==> config.mk <==
export PLATFORM = sky130hd
export DESIGN_NAME = peak_hold_level_meter
export DESIGN_NICKNAME = d
export VERILOG_FILES = /design/src/sv/phlm_pkg.sv /design/src/sv/phlm_front.sv /design/src/sv/phlm_track.sv /design/src/sv/phlm_scale.sv /design/src/sv/peak_hold_level_meter.sv
export SDC_FILE = /design/constraint.sdc
export NUM_CORES = 2
export LEC_CHECK = 0
export ABC_AREA = 0
export BUFFER_PORTS_ARGS = -buffer_cell sky130_fd_sc_hd__clkbuf_2
export CAP_MARGIN = 25
export CORE_MARGIN = 10
export CORE_UTILIZATION = 60
export CTS_BUF_LIST = sky130_fd_sc_hd__clkbuf_4 sky130_fd_sc_hd__clkbuf_8
export DETAILED_ROUTE_END_ITERATION = 7
export PLACE_DENSITY = 0.89
export SETUP_SLACK_MARGIN = 0.15
export SYNTH_ARGS = -nofsm -noshare
export SYNTH_HDL_FRONTEND = slang
export SYNTH_SLANG_ARGS = --single-unit
export TNS_END_PERCENT = 50
==> constraint.sdc <==
create_clock -name clk -period 10.64 [get_ports clk]
set_clock_uncertainty 0.1 [all_clocks]
set_input_delay 0.532 -clock clk [delete_from_list [all_inputs] [get_ports clk]]
set_output_delay 0.532 -clock clk [all_outputs]
set_load 0.05 [all_outputs]
==> src/sv/phlm_pkg.sv <==
package phlm_pkg;

    localparam int CHANNELS   = 8;
    localparam int CH_BITS    = 3;
    localparam int LEVEL_BITS = 16;
    localparam int WIDTH_BITS = 8;
    localparam int OVER_BITS  = 32;
    localparam int CLIP_BITS  = 9;
    localparam int ZONE_BITS  = 2;
    localparam int Q_DEPTH    = 4;
    localparam int Q_BITS     = 2;
    localparam int CFG_IDX_BITS  = 3;
    localparam int CFG_DATA_BITS = 16;

    localparam logic [CFG_IDX_BITS-1:0] REG_METER_WIDTH = 3'd0;
    localparam logic [CFG_IDX_BITS-1:0] REG_AMBER_LEVEL = 3'd1;
    localparam logic [CFG_IDX_BITS-1:0] REG_RED_LEVEL   = 3'd2;
    localparam logic [CFG_IDX_BITS-1:0] REG_HOLD_TICKS  = 3'd3;
    localparam logic [CFG_IDX_BITS-1:0] REG_DECAY_STEP  = 3'd4;
    localparam logic [CFG_IDX_BITS-1:0] REG_OVER_RUN    = 3'd5;

    localparam logic [ZONE_BITS-1:0] ZONE_NORMAL = 2'd0;
    localparam logic [ZONE_BITS-1:0] ZONE_AMBER  = 2'd1;
    localparam logic [ZONE_BITS-1:0] ZONE_RED    = 2'd2;

    typedef struct packed {
        logic [WIDTH_BITS-1:0] meter_width;
        logic [LEVEL_BITS-1:0] amber_level;
        logic [LEVEL_BITS-1:0] red_level;
        logic [WIDTH_BITS-1:0] hold_ticks;
        logic [LEVEL_BITS-1:0] decay_step;
        logic [WIDTH_BITS-1:0] over_run;
    } cfg_t;

    // One accepted measurement, tagged with its clip class by the front end.
    typedef struct packed {
        logic [CH_BITS-1:0]    chan;
        logic [LEVEL_BITS-1:0] peak;
        logic [LEVEL_BITS-1:0] rms;
        logic                  clip;
    } item_t;

    // Channel state as seen by the result, handed to the scaling stage.
    typedef struct packed {
        logic [CH_BITS-1:0]    chan;
        logic [LEVEL_BITS-1:0] peak;
        logic [LEVEL_BITS-1:0] rms;
        logic [LEVEL_BITS-1:0] hold;
        logic                  clip_flag;
        logic [OVER_BITS-1:0]  over;
    } meas_t;

    typedef struct packed {
        logic [CH_BITS-1:0]    chan;
        logic [WIDTH_BITS-1:0] peak_seg;
        logic [WIDTH_BITS-1:0] rms_seg;
        logic [WIDTH_BITS-1:0] hold_pos;
        logic [ZONE_BITS-1:0]  peak_zone;
        logic [ZONE_BITS-1:0]  hold_zone;
        logic                  clip_flag;
        logic [OVER_BITS-1:0]  over;
    } res_t;

endpackage

==> src/sv/phlm_front.sv <==
module phlm_front
(
    input  logic                               clk,
    input  logic                               rst_n,
    input  logic                               push,
    output logic                               full,
    input  logic [phlm_pkg::CH_BITS-1:0]       channel,
    input  logic [phlm_pkg::LEVEL_BITS-1:0]    peak_level,
    input  logic [phlm_pkg::LEVEL_BITS-1:0]    rms_level,
    output logic                               head_valid,
    output phlm_pkg::item_t                    head,
    input  logic                               head_pop
);

    phlm_pkg::item_t                  q_reg [phlm_pkg::Q_DEPTH];
    logic [phlm_pkg::Q_BITS-1:0]      wr_ptr_reg;
    logic [phlm_pkg::Q_BITS-1:0]      rd_ptr_reg;
    logic [phlm_pkg::Q_BITS:0]        count_reg;
    logic [phlm_pkg::Q_BITS:0]        count_next;
    logic                             do_push;
    logic                             do_pop;
    phlm_pkg::item_t                  new_item;

    assign full       = (count_reg == (phlm_pkg::Q_BITS+1)'(phlm_pkg::Q_DEPTH));
    assign head_valid = (count_reg != '0);
    assign head       = q_reg[rd_ptr_reg];
    assign do_push    = push && !full;
    assign do_pop     = head_pop && head_valid;

    // A peak at or above full scale has its top bit set.
    always_comb
    begin
        new_item.chan = channel;
        new_item.peak = peak_level;
        new_item.rms  = rms_level;
        new_item.clip = peak_level[phlm_pkg::LEVEL_BITS-1];
    end

    always_comb
    begin
        count_next = count_reg;
        if (do_push && !do_pop)
        begin
            count_next = count_reg + 1'b1;
        end
        else if (do_pop && !do_push)
        begin
            count_next = count_reg - 1'b1;
        end
    end

    always_ff @(posedge clk or negedge rst_n)
    begin
        if (!rst_n)
        begin
            wr_ptr_reg <= '0;
            rd_ptr_reg <= '0;
            count_reg  <= '0;
        end
        else
        begin
            count_reg <= count_next;
            if (do_push)
            begin
                wr_ptr_reg <= wr_ptr_reg + 1'b1;
            end
            if (do_pop)
            begin
                rd_ptr_reg <= rd_ptr_reg + 1'b1;
            end
        end
    end

    always_ff @(posedge clk)
    begin
        if (do_push)
        begin
            q_reg[wr_ptr_reg] <= new_item;
        end
    end

endmodule

==> src/sv/phlm_track.sv <==
module phlm_track
(
    input  logic              clk,
    input  logic              rst_n,
    input  phlm_pkg::cfg_t    cfg,
    input  logic              head_valid,
    input  phlm_pkg::item_t   head,
    output logic              head_pop,
    input  logic              meas_ready,
    output logic              meas_valid,
    output phlm_pkg::meas_t   meas
);

    logic [phlm_pkg::WIDTH_BITS-1:0] hold_count_reg [phlm_pkg::CHANNELS];
    logic [phlm_pkg::CLIP_BITS-1:0]  clip_count_reg [phlm_pkg::CHANNELS];
    logic [phlm_pkg::LEVEL_BITS-1:0] peak_hold_reg  [phlm_pkg::CHANNELS];
    logic [phlm_pkg::WIDTH_BITS-1:0] run_count_reg  [phlm_pkg::CHANNELS];
    logic [phlm_pkg::OVER_BITS-1:0]  over_total_reg [phlm_pkg::CHANNELS];

    logic [phlm_pkg::CH_BITS-1:0]    row;
    logic                            fire;
    logic [phlm_pkg::WIDTH_BITS-1:0] run_next;
    logic [phlm_pkg::CLIP_BITS-1:0]  clip_armed;
    logic [phlm_pkg::CLIP_BITS-1:0]  clip_next;
    logic [phlm_pkg::OVER_BITS-1:0]  over_next;
    logic                            raise;
    logic [phlm_pkg::LEVEL_BITS-1:0] hold_raised;
    logic [phlm_pkg::WIDTH_BITS-1:0] count_raised;
    logic [phlm_pkg::LEVEL_BITS-1:0] hold_next;
    logic [phlm_pkg::WIDTH_BITS-1:0] count_next;

    assign row        = head.chan;
    assign fire       = head_valid && meas_ready;
    assign head_pop   = fire;
    assign meas_valid = fire;

    always_comb
    begin
        if (head.clip)
        begin
            run_next   = (&run_count_reg[row]) ? run_count_reg[row]
                                               : run_count_reg[row] + 1'b1;
            clip_armed = {cfg.hold_ticks, 1'b0};
        end
        else
        begin
            run_next   = '0;
            clip_armed = clip_count_reg[row];
        end

        over_next = over_total_reg[row];
        if (head.clip && (run_next >= cfg.over_run) && !(&over_total_reg[row]))
        begin
            over_next = over_total_reg[row] + 1'b1;
        end

        raise        = peak_hold_reg[row] < head.peak;
        hold_raised  = raise ? head.peak : peak_hold_reg[row];
        count_raised = raise ? cfg.hold_ticks : hold_count_reg[row];

        // The hold timer runs out first; only then does the held value decay.
        if (count_raised != '0)
        begin
            count_next = count_raised - 1'b1;
            hold_next  = hold_raised;
        end
        else
        begin
            count_next = count_raised;
            hold_next  = (hold_raised >= cfg.decay_step) ? hold_raised - cfg.decay_step
                                                         : '0;
        end

        clip_next = (clip_armed != '0) ? clip_armed - 1'b1 : clip_armed;

        meas.chan      = head.chan;
        meas.peak      = head.peak;
        meas.rms       = head.rms;
        meas.hold      = hold_raised;
        meas.clip_flag = (clip_armed != '0);
        meas.over      = over_next;
    end

    always_ff @(posedge clk or negedge rst_n)
    begin
        if (!rst_n)
        begin
            for (int i = 0; i < phlm_pkg::CHANNELS; i++)
            begin
                hold_count_reg[i] <= '0;
                clip_count_reg[i] <= '0;
                peak_hold_reg[i]  <= '0;
                run_count_reg[i]  <= '0;
                over_total_reg[i] <= '0;
            end
        end
        else if (fire)
        begin
            hold_count_reg[row] <= count_next;
            clip_count_reg[row] <= clip_next;
            peak_hold_reg[row]  <= hold_next;
            run_count_reg[row]  <= run_next;
            over_total_reg[row] <= over_next;
        end
    end

endmodule

==> src/sv/phlm_scale.sv <==
module phlm_scale
(
    input  logic              clk,
    input  logic              rst_n,
    input  phlm_pkg::cfg_t    cfg,
    input  logic              meas_valid,
    input  phlm_pkg::meas_t   meas,
    output logic              meas_ready,
    output logic              res_valid,
    output phlm_pkg::res_t    res,
    input  logic              res_pop
);

    localparam int PROD_BITS = phlm_pkg::LEVEL_BITS + phlm_pkg::WIDTH_BITS;
    localparam int SEG_BITS  = phlm_pkg::WIDTH_BITS + 1;

    phlm_pkg::meas_t                  s2_reg;
    logic                             s2_valid_reg;
    phlm_pkg::res_t                   q_reg [phlm_pkg::Q_DEPTH];
    logic [phlm_pkg::Q_BITS-1:0]      wr_ptr_reg;
    logic [phlm_pkg::Q_BITS-1:0]      rd_ptr_reg;
    logic [phlm_pkg::Q_BITS:0]        count_reg;
    logic [phlm_pkg::Q_BITS:0]        count_next;
    logic                             q_full;
    logic                             do_push;
    logic                             do_pop;
    phlm_pkg::res_t                   res_next;
    logic [PROD_BITS-1:0]             peak_prod;
    logic [PROD_BITS-1:0]             rms_prod;
    logic [PROD_BITS-1:0]             hold_prod;
    logic [SEG_BITS-1:0]              hold_raw;
    logic [SEG_BITS-1:0]              hold_less;
    logic [SEG_BITS-1:0]              width_ext;

    function automatic logic [phlm_pkg::WIDTH_BITS-1:0] clamp_seg(
        input logic [SEG_BITS-1:0]             s,
        input logic [phlm_pkg::WIDTH_BITS-1:0] mw
    );
        logic [SEG_BITS-1:0] mw_ext;
        mw_ext = {1'b0, mw};
        return (s > mw_ext) ? mw : s[phlm_pkg::WIDTH_BITS-1:0];
    endfunction

    function automatic logic [phlm_pkg::ZONE_BITS-1:0] zone_of(
        input logic [phlm_pkg::LEVEL_BITS-1:0] level,
        input phlm_pkg::cfg_t                  c
    );
        logic [phlm_pkg::ZONE_BITS-1:0] z;
        priority if (level >= c.red_level)
        begin
            z = phlm_pkg::ZONE_RED;
        end
        else if (level >= c.amber_level)
        begin
            z = phlm_pkg::ZONE_AMBER;
        end
        else
        begin
            z = phlm_pkg::ZONE_NORMAL;
        end
        return z;
    endfunction

    assign q_full     = (count_reg == (phlm_pkg::Q_BITS+1)'(phlm_pkg::Q_DEPTH));
    assign do_push    = s2_valid_reg && !q_full;
    assign do_pop     = res_pop && res_valid;
    assign meas_ready = !s2_valid_reg || do_push;
    assign res_valid  = (count_reg != '0);
    assign res        = q_reg[rd_ptr_reg];

    // Segment count is width * level / full scale, full scale being 2^(LEVEL_BITS-1).
    always_comb
    begin
        width_ext = {1'b0, cfg.meter_width};
        peak_prod = PROD_BITS'(cfg.meter_width) * PROD_BITS'(s2_reg.peak);
        rms_prod  = PROD_BITS'(cfg.meter_width) * PROD_BITS'(s2_reg.rms);
        hold_prod = PROD_BITS'(cfg.meter_width) * PROD_BITS'(s2_reg.hold);
        hold_raw  = hold_prod[PROD_BITS-1:phlm_pkg::LEVEL_BITS-1];
        hold_less = (hold_raw < SEG_BITS'(2)) ? '0 : hold_raw - SEG_BITS'(2);

        res_next.chan      = s2_reg.chan;
        res_next.peak_seg  = clamp_seg(peak_prod[PROD_BITS-1:phlm_pkg::LEVEL_BITS-1],
                                       cfg.meter_width);
        res_next.rms_seg   = clamp_seg(rms_prod[PROD_BITS-1:phlm_pkg::LEVEL_BITS-1],
                                       cfg.meter_width);
        res_next.hold_pos  = (hold_less > width_ext) ? cfg.meter_width
                                                     : hold_less[phlm_pkg::WIDTH_BITS-1:0];
        res_next.peak_zone = zone_of(s2_reg.peak, cfg);
        res_next.hold_zone = zone_of(s2_reg.hold, cfg);
        res_next.clip_flag = s2_reg.clip_flag;
        res_next.over      = s2_reg.over;
    end

    always_comb
    begin
        count_next = count_reg;
        if (do_push && !do_pop)
        begin
            count_next = count_reg + 1'b1;
        end
        else if (do_pop && !do_push)
        begin
            count_next = count_reg - 1'b1;
        end
    end

    always_ff @(posedge clk or negedge rst_n)
    begin
        if (!rst_n)
        begin
            s2_valid_reg <= 1'b0;
            wr_ptr_reg   <= '0;
            rd_ptr_reg   <= '0;
            count_reg    <= '0;
        end
        else
        begin
            count_reg <= count_next;
            if (meas_ready)
            begin
                s2_valid_reg <= meas_valid;
            end
            if (do_push)
            begin
                wr_ptr_reg <= wr_ptr_reg + 1'b1;
            end
            if (do_pop)
            begin
                rd_ptr_reg <= rd_ptr_reg + 1'b1;
            end
        end
    end

    always_ff @(posedge clk)
    begin
        if (meas_ready && meas_valid)
        begin
            s2_reg <= meas;
        end
        if (do_push)
        begin
            q_reg[wr_ptr_reg] <= res_next;
        end
    end

endmodule

==> src/sv/peak_hold_level_meter.sv <==
// A word accepted at the ports passes the input queue, the channel state update and
// scaling into the result queue before it shows on the result ports.
// Throughput: one word per cycle unless back-pressured; channel state is read, updated
// and written in the same cycle, so back-to-back words on one channel never stall.
// Reset clears both queues, all per-channel state and loads the register defaults.
module peak_hold_level_meter
(
    input  logic                                  clk,
    input  logic                                  rst_n,
    input  logic                                  push,
    output logic                                  full,
    input  logic [phlm_pkg::CH_BITS-1:0]          channel,
    input  logic [phlm_pkg::LEVEL_BITS-1:0]       peak_level,
    input  logic [phlm_pkg::LEVEL_BITS-1:0]       rms_level,
    output logic                                  empty,
    input  logic                                  pop,
    output logic [phlm_pkg::CH_BITS-1:0]          out_channel,
    output logic [phlm_pkg::WIDTH_BITS-1:0]       peak_segments,
    output logic [phlm_pkg::WIDTH_BITS-1:0]       rms_segments,
    output logic [phlm_pkg::WIDTH_BITS-1:0]       hold_position,
    output logic [phlm_pkg::ZONE_BITS-1:0]        peak_zone,
    output logic [phlm_pkg::ZONE_BITS-1:0]        hold_zone,
    output logic                                  clip_flag,
    output logic [phlm_pkg::OVER_BITS-1:0]        over_count,
    input  logic                                  cfg_valid,
    output logic                                  cfg_ready,
    input  logic [phlm_pkg::CFG_IDX_BITS-1:0]     cfg_index,
    input  logic [phlm_pkg::CFG_DATA_BITS-1:0]    cfg_data
);

    phlm_pkg::cfg_t   cfg_reg;
    logic             head_valid;
    phlm_pkg::item_t  head;
    logic             head_pop;
    logic             meas_valid;
    logic             meas_ready;
    phlm_pkg::meas_t  meas;
    logic             res_valid;
    phlm_pkg::res_t   res;

    assign cfg_ready = 1'b1;

    always_ff @(posedge clk or negedge rst_n)
    begin
        if (!rst_n)
        begin
            cfg_reg.meter_width <= 8'd38;
            cfg_reg.amber_level <= 16'd21955;
            cfg_reg.red_level   <= 16'd25887;
            cfg_reg.hold_ticks  <= 8'd24;
            cfg_reg.decay_step  <= 16'd655;
            cfg_reg.over_run    <= 8'd3;
        end
        else if (cfg_valid && cfg_ready)
        begin
            unique case (cfg_index)
                phlm_pkg::REG_METER_WIDTH: cfg_reg.meter_width <= cfg_data[7:0];
                phlm_pkg::REG_AMBER_LEVEL: cfg_reg.amber_level <= cfg_data;
                phlm_pkg::REG_RED_LEVEL:   cfg_reg.red_level   <= cfg_data;
                phlm_pkg::REG_HOLD_TICKS:  cfg_reg.hold_ticks  <= cfg_data[7:0];
                phlm_pkg::REG_DECAY_STEP:  cfg_reg.decay_step  <= cfg_data;
                phlm_pkg::REG_OVER_RUN:    cfg_reg.over_run    <= cfg_data[7:0];
                default:
                begin
                end
            endcase
        end
    end

    phlm_front u_front
    (
        .clk        (clk),
        .rst_n      (rst_n),
        .push       (push),
        .full       (full),
        .channel    (channel),
        .peak_level (peak_level),
        .rms_level  (rms_level),
        .head_valid (head_valid),
        .head       (head),
        .head_pop   (head_pop)
    );

    phlm_track u_track
    (
        .clk        (clk),
        .rst_n      (rst_n),
        .cfg        (cfg_reg),
        .head_valid (head_valid),
        .head       (head),
        .head_pop   (head_pop),
        .meas_ready (meas_ready),
        .meas_valid (meas_valid),
        .meas       (meas)
    );

    phlm_scale u_scale
    (
        .clk        (clk),
        .rst_n      (rst_n),
        .cfg        (cfg_reg),
        .meas_valid (meas_valid),
        .meas       (meas),
        .meas_ready (meas_ready),
        .res_valid  (res_valid),
        .res        (res),
        .res_pop    (pop)
    );

    assign empty         = !res_valid;
    assign out_channel   = res.chan;
    assign peak_segments = res.peak_seg;
    assign rms_segments  = res.rms_seg;
    assign hold_position = res.hold_pos;
    assign peak_zone     = res.peak_zone;
    assign hold_zone     = res.hold_zone;
    assign clip_flag     = res.clip_flag;
    assign over_count    = res.over;

endmodule

==> impl_metrics.env <==
export IMPL_status="finished, final reports clean"
export IMPL_worst_path_stages=25
export IMPL_ys_ff_latch=1151
export IMPL_worstRegToRegCells=25
export IMPL_vias_per_cell=6.492
export IMPL_grt_pass1_wl_mm=269.4
export IMPL_cp_end_kind="flip-flop"
export IMPL_drive_gt1_share_pct=15.78
export IMPL_vias=46362
export IMPL_core_area_sq_um=103900
export IMPL_yosysWarnings=0
export IMPL_synth_cells=5458
export IMPL_max_slew_margin_pct=17.43
export IMPL_fillers=6611
export IMPL_netlist_top_cells_count="940 x nand2_1, 641 x dfrtp_1, 544 x o21ai_0"
export IMPL_grt_start_max_net_pins=144
export IMPL_synthFlopType="dfrtp_1"
export IMPL_die_y_um=344.1
export IMPL_synth_cell_types=101
export IMPL_io_buffers=124
export IMPL_rows=118
export IMPL_cts_tree="yes"
export IMPL_synth_area_sq_um=63030
export IMPL_finalWirelength_mm=174.5
export IMPL_initial_utilization_pct=60.64
export IMPL_syn_nets=6035
export IMPL_synthTopCellsByArea="dfrtp_1 25%, edfxtp_1 23%, fa_1 8.0%"
export IMPL_htreeDepth=4
export IMPL_setup_viol_count_final=0
export IMPL_root_buffer="clkbuf_8"
export IMPL_cpPeakStageDelay_ns=1.00
export IMPL_fmax_mhz=104.2
export IMPL_clk_latency_ns=0.87
export IMPL_critical_path_max_fanout=33
export IMPL_worst_setup_path_start_kind="flip-flop"
export IMPL_m1WireLength_mm=61.38
export IMPL_cts_buffers=170
export IMPL_critPathKind="reg -> reg"
export IMPL_post_route_period_util_pct=90.17
export IMPL_tns_ns=0
export IMPL_gp_congestion=0.9442
export IMPL_hp_class="in -> reg"
export IMPL_synth_seq_area_share_pct=49.57
export IMPL_io_pins=126
export IMPL_dp_hpwl_mm=109.0
export IMPL_min_period_ns=9.595
export IMPL_post_cts_buffers=0
export IMPL_synth_most_common_cell="nand2_1"
export IMPL_crit_required_ns=11.21
export IMPL_first_pass_iters=8
export IMPL_ant_nets=0
export IMPL_wl_per_cell_um=24.44
export IMPL_route_met3_wl_mm=19.32
export IMPL_nets=6189
export IMPL_fp_dieW_um=344.1
export IMPL_tightest_slew_ns=1.226
export IMPL_antenna_found_initial=6
export IMPL_synth_top_area_cell="dfrtp_1"
export IMPL_grtUsageTotal_pct=29.07
export IMPL_clockBufferDepth=3
export IMPL_hold_depth=4
export IMPL_cts_sinks=1151
export IMPL_crit_path_frequent_cell="o21ai_0"
export IMPL_hold_viol=0
export IMPL_ctsHoldBuffers=52
export IMPL_grt_pass1_vias=48233
export IMPL_cts_repair_resized=0
export IMPL_dr_first_iter_drc_count=6262
export IMPL_route_detailed_drc=0
export IMPL_worst_path_max_delay_cell="o21ai_0"
export IMPL_critical_path_arrival_ns=10.17
export IMPL_synth_avg_cell_area_sq_um=11.55
export IMPL_rsz0062_at_grt="false"
export IMPL_slew_violations=0
export IMPL_grt_overflow_total=0
export IMPL_crit_family="compound AO/OA/AOI/OAI gates"
export IMPL_dieArea_sq_um=118400
export IMPL_async_flop_share_pct=58.30
export IMPL_wl_met2_mm=81.62
export IMPL_synth_top_area_share_pct=25.45
export IMPL_top_layer_used="met4"
export IMPL_clk_pin_slew_ns=0.07
export IMPL_maxCapViolCount=0
export IMPL_synth_edf_count=480
export IMPL_syn2layout_area_growth_pct=10.08
export IMPL_crit_buf_inv=4
kinds of logic (layout without fill, tap and decap cells):
kind of cell | count (synthesis) | in the layout | synth area share, %
buffers and inverters | 657 | 954 | 4.266
adder cells (fa/ha/maj) | 518 | 518 | 13.28
other | 1 | 7 | 0.005949
AO/OA/AOI/OAI | 1026 | 1026 | 10.17
AND/OR/NAND/NOR | 1510 | 1510 | 10.97
flip-flops | 1151 | 1151 | 49.57
multiplexers | 520 | 520 | 10.62
XOR/XNOR | 75 | 75 | 1.125
worst reg2reg max path, stage by stage, from the launching register on:
cell and delay, ns:
dfrtp_1 0.99, buf_4 0.47, mux2i_1 0.33, mux2_2 0.28
buf_4 0.43, buf_4 0.58, o21ai_0 0.21, a221o_1 0.35
ha_1 0.19, a211oi_1 0.20, o21ai_0 0.13, a221o_1 0.34
a2111oi_0 0.41, nor3_2 0.23, o21ai_0 1.00, ha_1 0.46
a21oi_1 0.19, o21ai_0 0.19, o31ai_1 0.32, a31oi_1 0.20
a211oi_1 0.30, nor2_1 0.19, buf_4 0.22, o211ai_1 0.11
a21boi_0 0.75, o21ai_0 0.27
area by class of cell:
class | count | area (sq um) | area share, %
sequential | 1151 | 31250 | 45.04
timing repair buffer | 264 | 1982 | 2.856
tap | 1380 | 1727 | 2.489
inverter | 375 | 1428 | 2.058
antenna | 6 | 15.01 | 0.02164
clock buffer | 256 | 3142 | 4.528
multi-input combinational | 3650 | 29250 | 42.16
clock inverter | 59 | 593.1 | 0.8548
routing by layer:
metal | up-vias | GRT usage, %
met5 | - | 0
met4 | 0 | 18.77
met3 | 873 | 7.223
met2 | 3330 | 46.26
met1 | 22710 | 35.34
li1 | 19449 | -
per-stage QoR:
stage / utilization [%] / setup slack (ns) / std cells / hold WS, ns / area (sq um)
floorplan: - / 2.368 / 5458 / 0.1364 / 63030
finish: 66.75 / 1.045 / 7141 / 0.05237 / 69380
global placement: 62.48 / 2.030 / 6761 / 0.3535 / 64940
detailed placement: 62.49 / 1.629 / 6762 / 0.3634 / 64950
global route: 66.75 / 0.7415 / 7138 / 0.09863 / 69380
CTS: 66.58 / 1.601 / 7129 / 0.01092 / 69200
path summary, 6_finish.rpt:
path	start	endpoint	slack, ns
min reg2reg	u_track.hold_count_reg[9]$_DFFE_PN0P_	u_track.hold_count_reg[9]$_DFFE_PN0P_	0.38
max	u_front.rd_ptr_reg[1]$_DFFE_PN0P_	u_track.peak_hold_reg[84]$_DFFE_PN0P_	1.05
min	cfg_index[1]	cfg_reg[66]$_DFFE_PN1P_	0.05
max reg2reg	u_front.rd_ptr_reg[1]$_DFFE_PN0P_	u_track.peak_hold_reg[84]$_DFFE_PN0P_	1.05
max in group asynchronous	rst_n	u_front.rd_ptr_reg[0]$_DFFE_PN0P_	8.09
min in group asynchronous	rst_n	u_front.count_reg[1]$_DFFE_PN0P_	0.22
placed cells by master, fill, tap and decap left out, types with 123 or more instances in the layout:
| master | n |
|---|---|
| and2_1 | 215 |
| clkbuf_2 | 123 |
| clkbuf_8 | 195 |
| dfrtp_1 | 638 |
| edfxtp_1 | 480 |
| fa_1 | 252 |
| ha_1 | 266 |
| inv_1 | 370 |
| mux2_2 | 175 |
| mux2i_1 | 242 |
| nand2_1 | 932 |
| o21ai_0 | 544 |
Power is not shown: default switching activity piles up to over one toggle a cycle in this logic, so the estimate is an artifact.
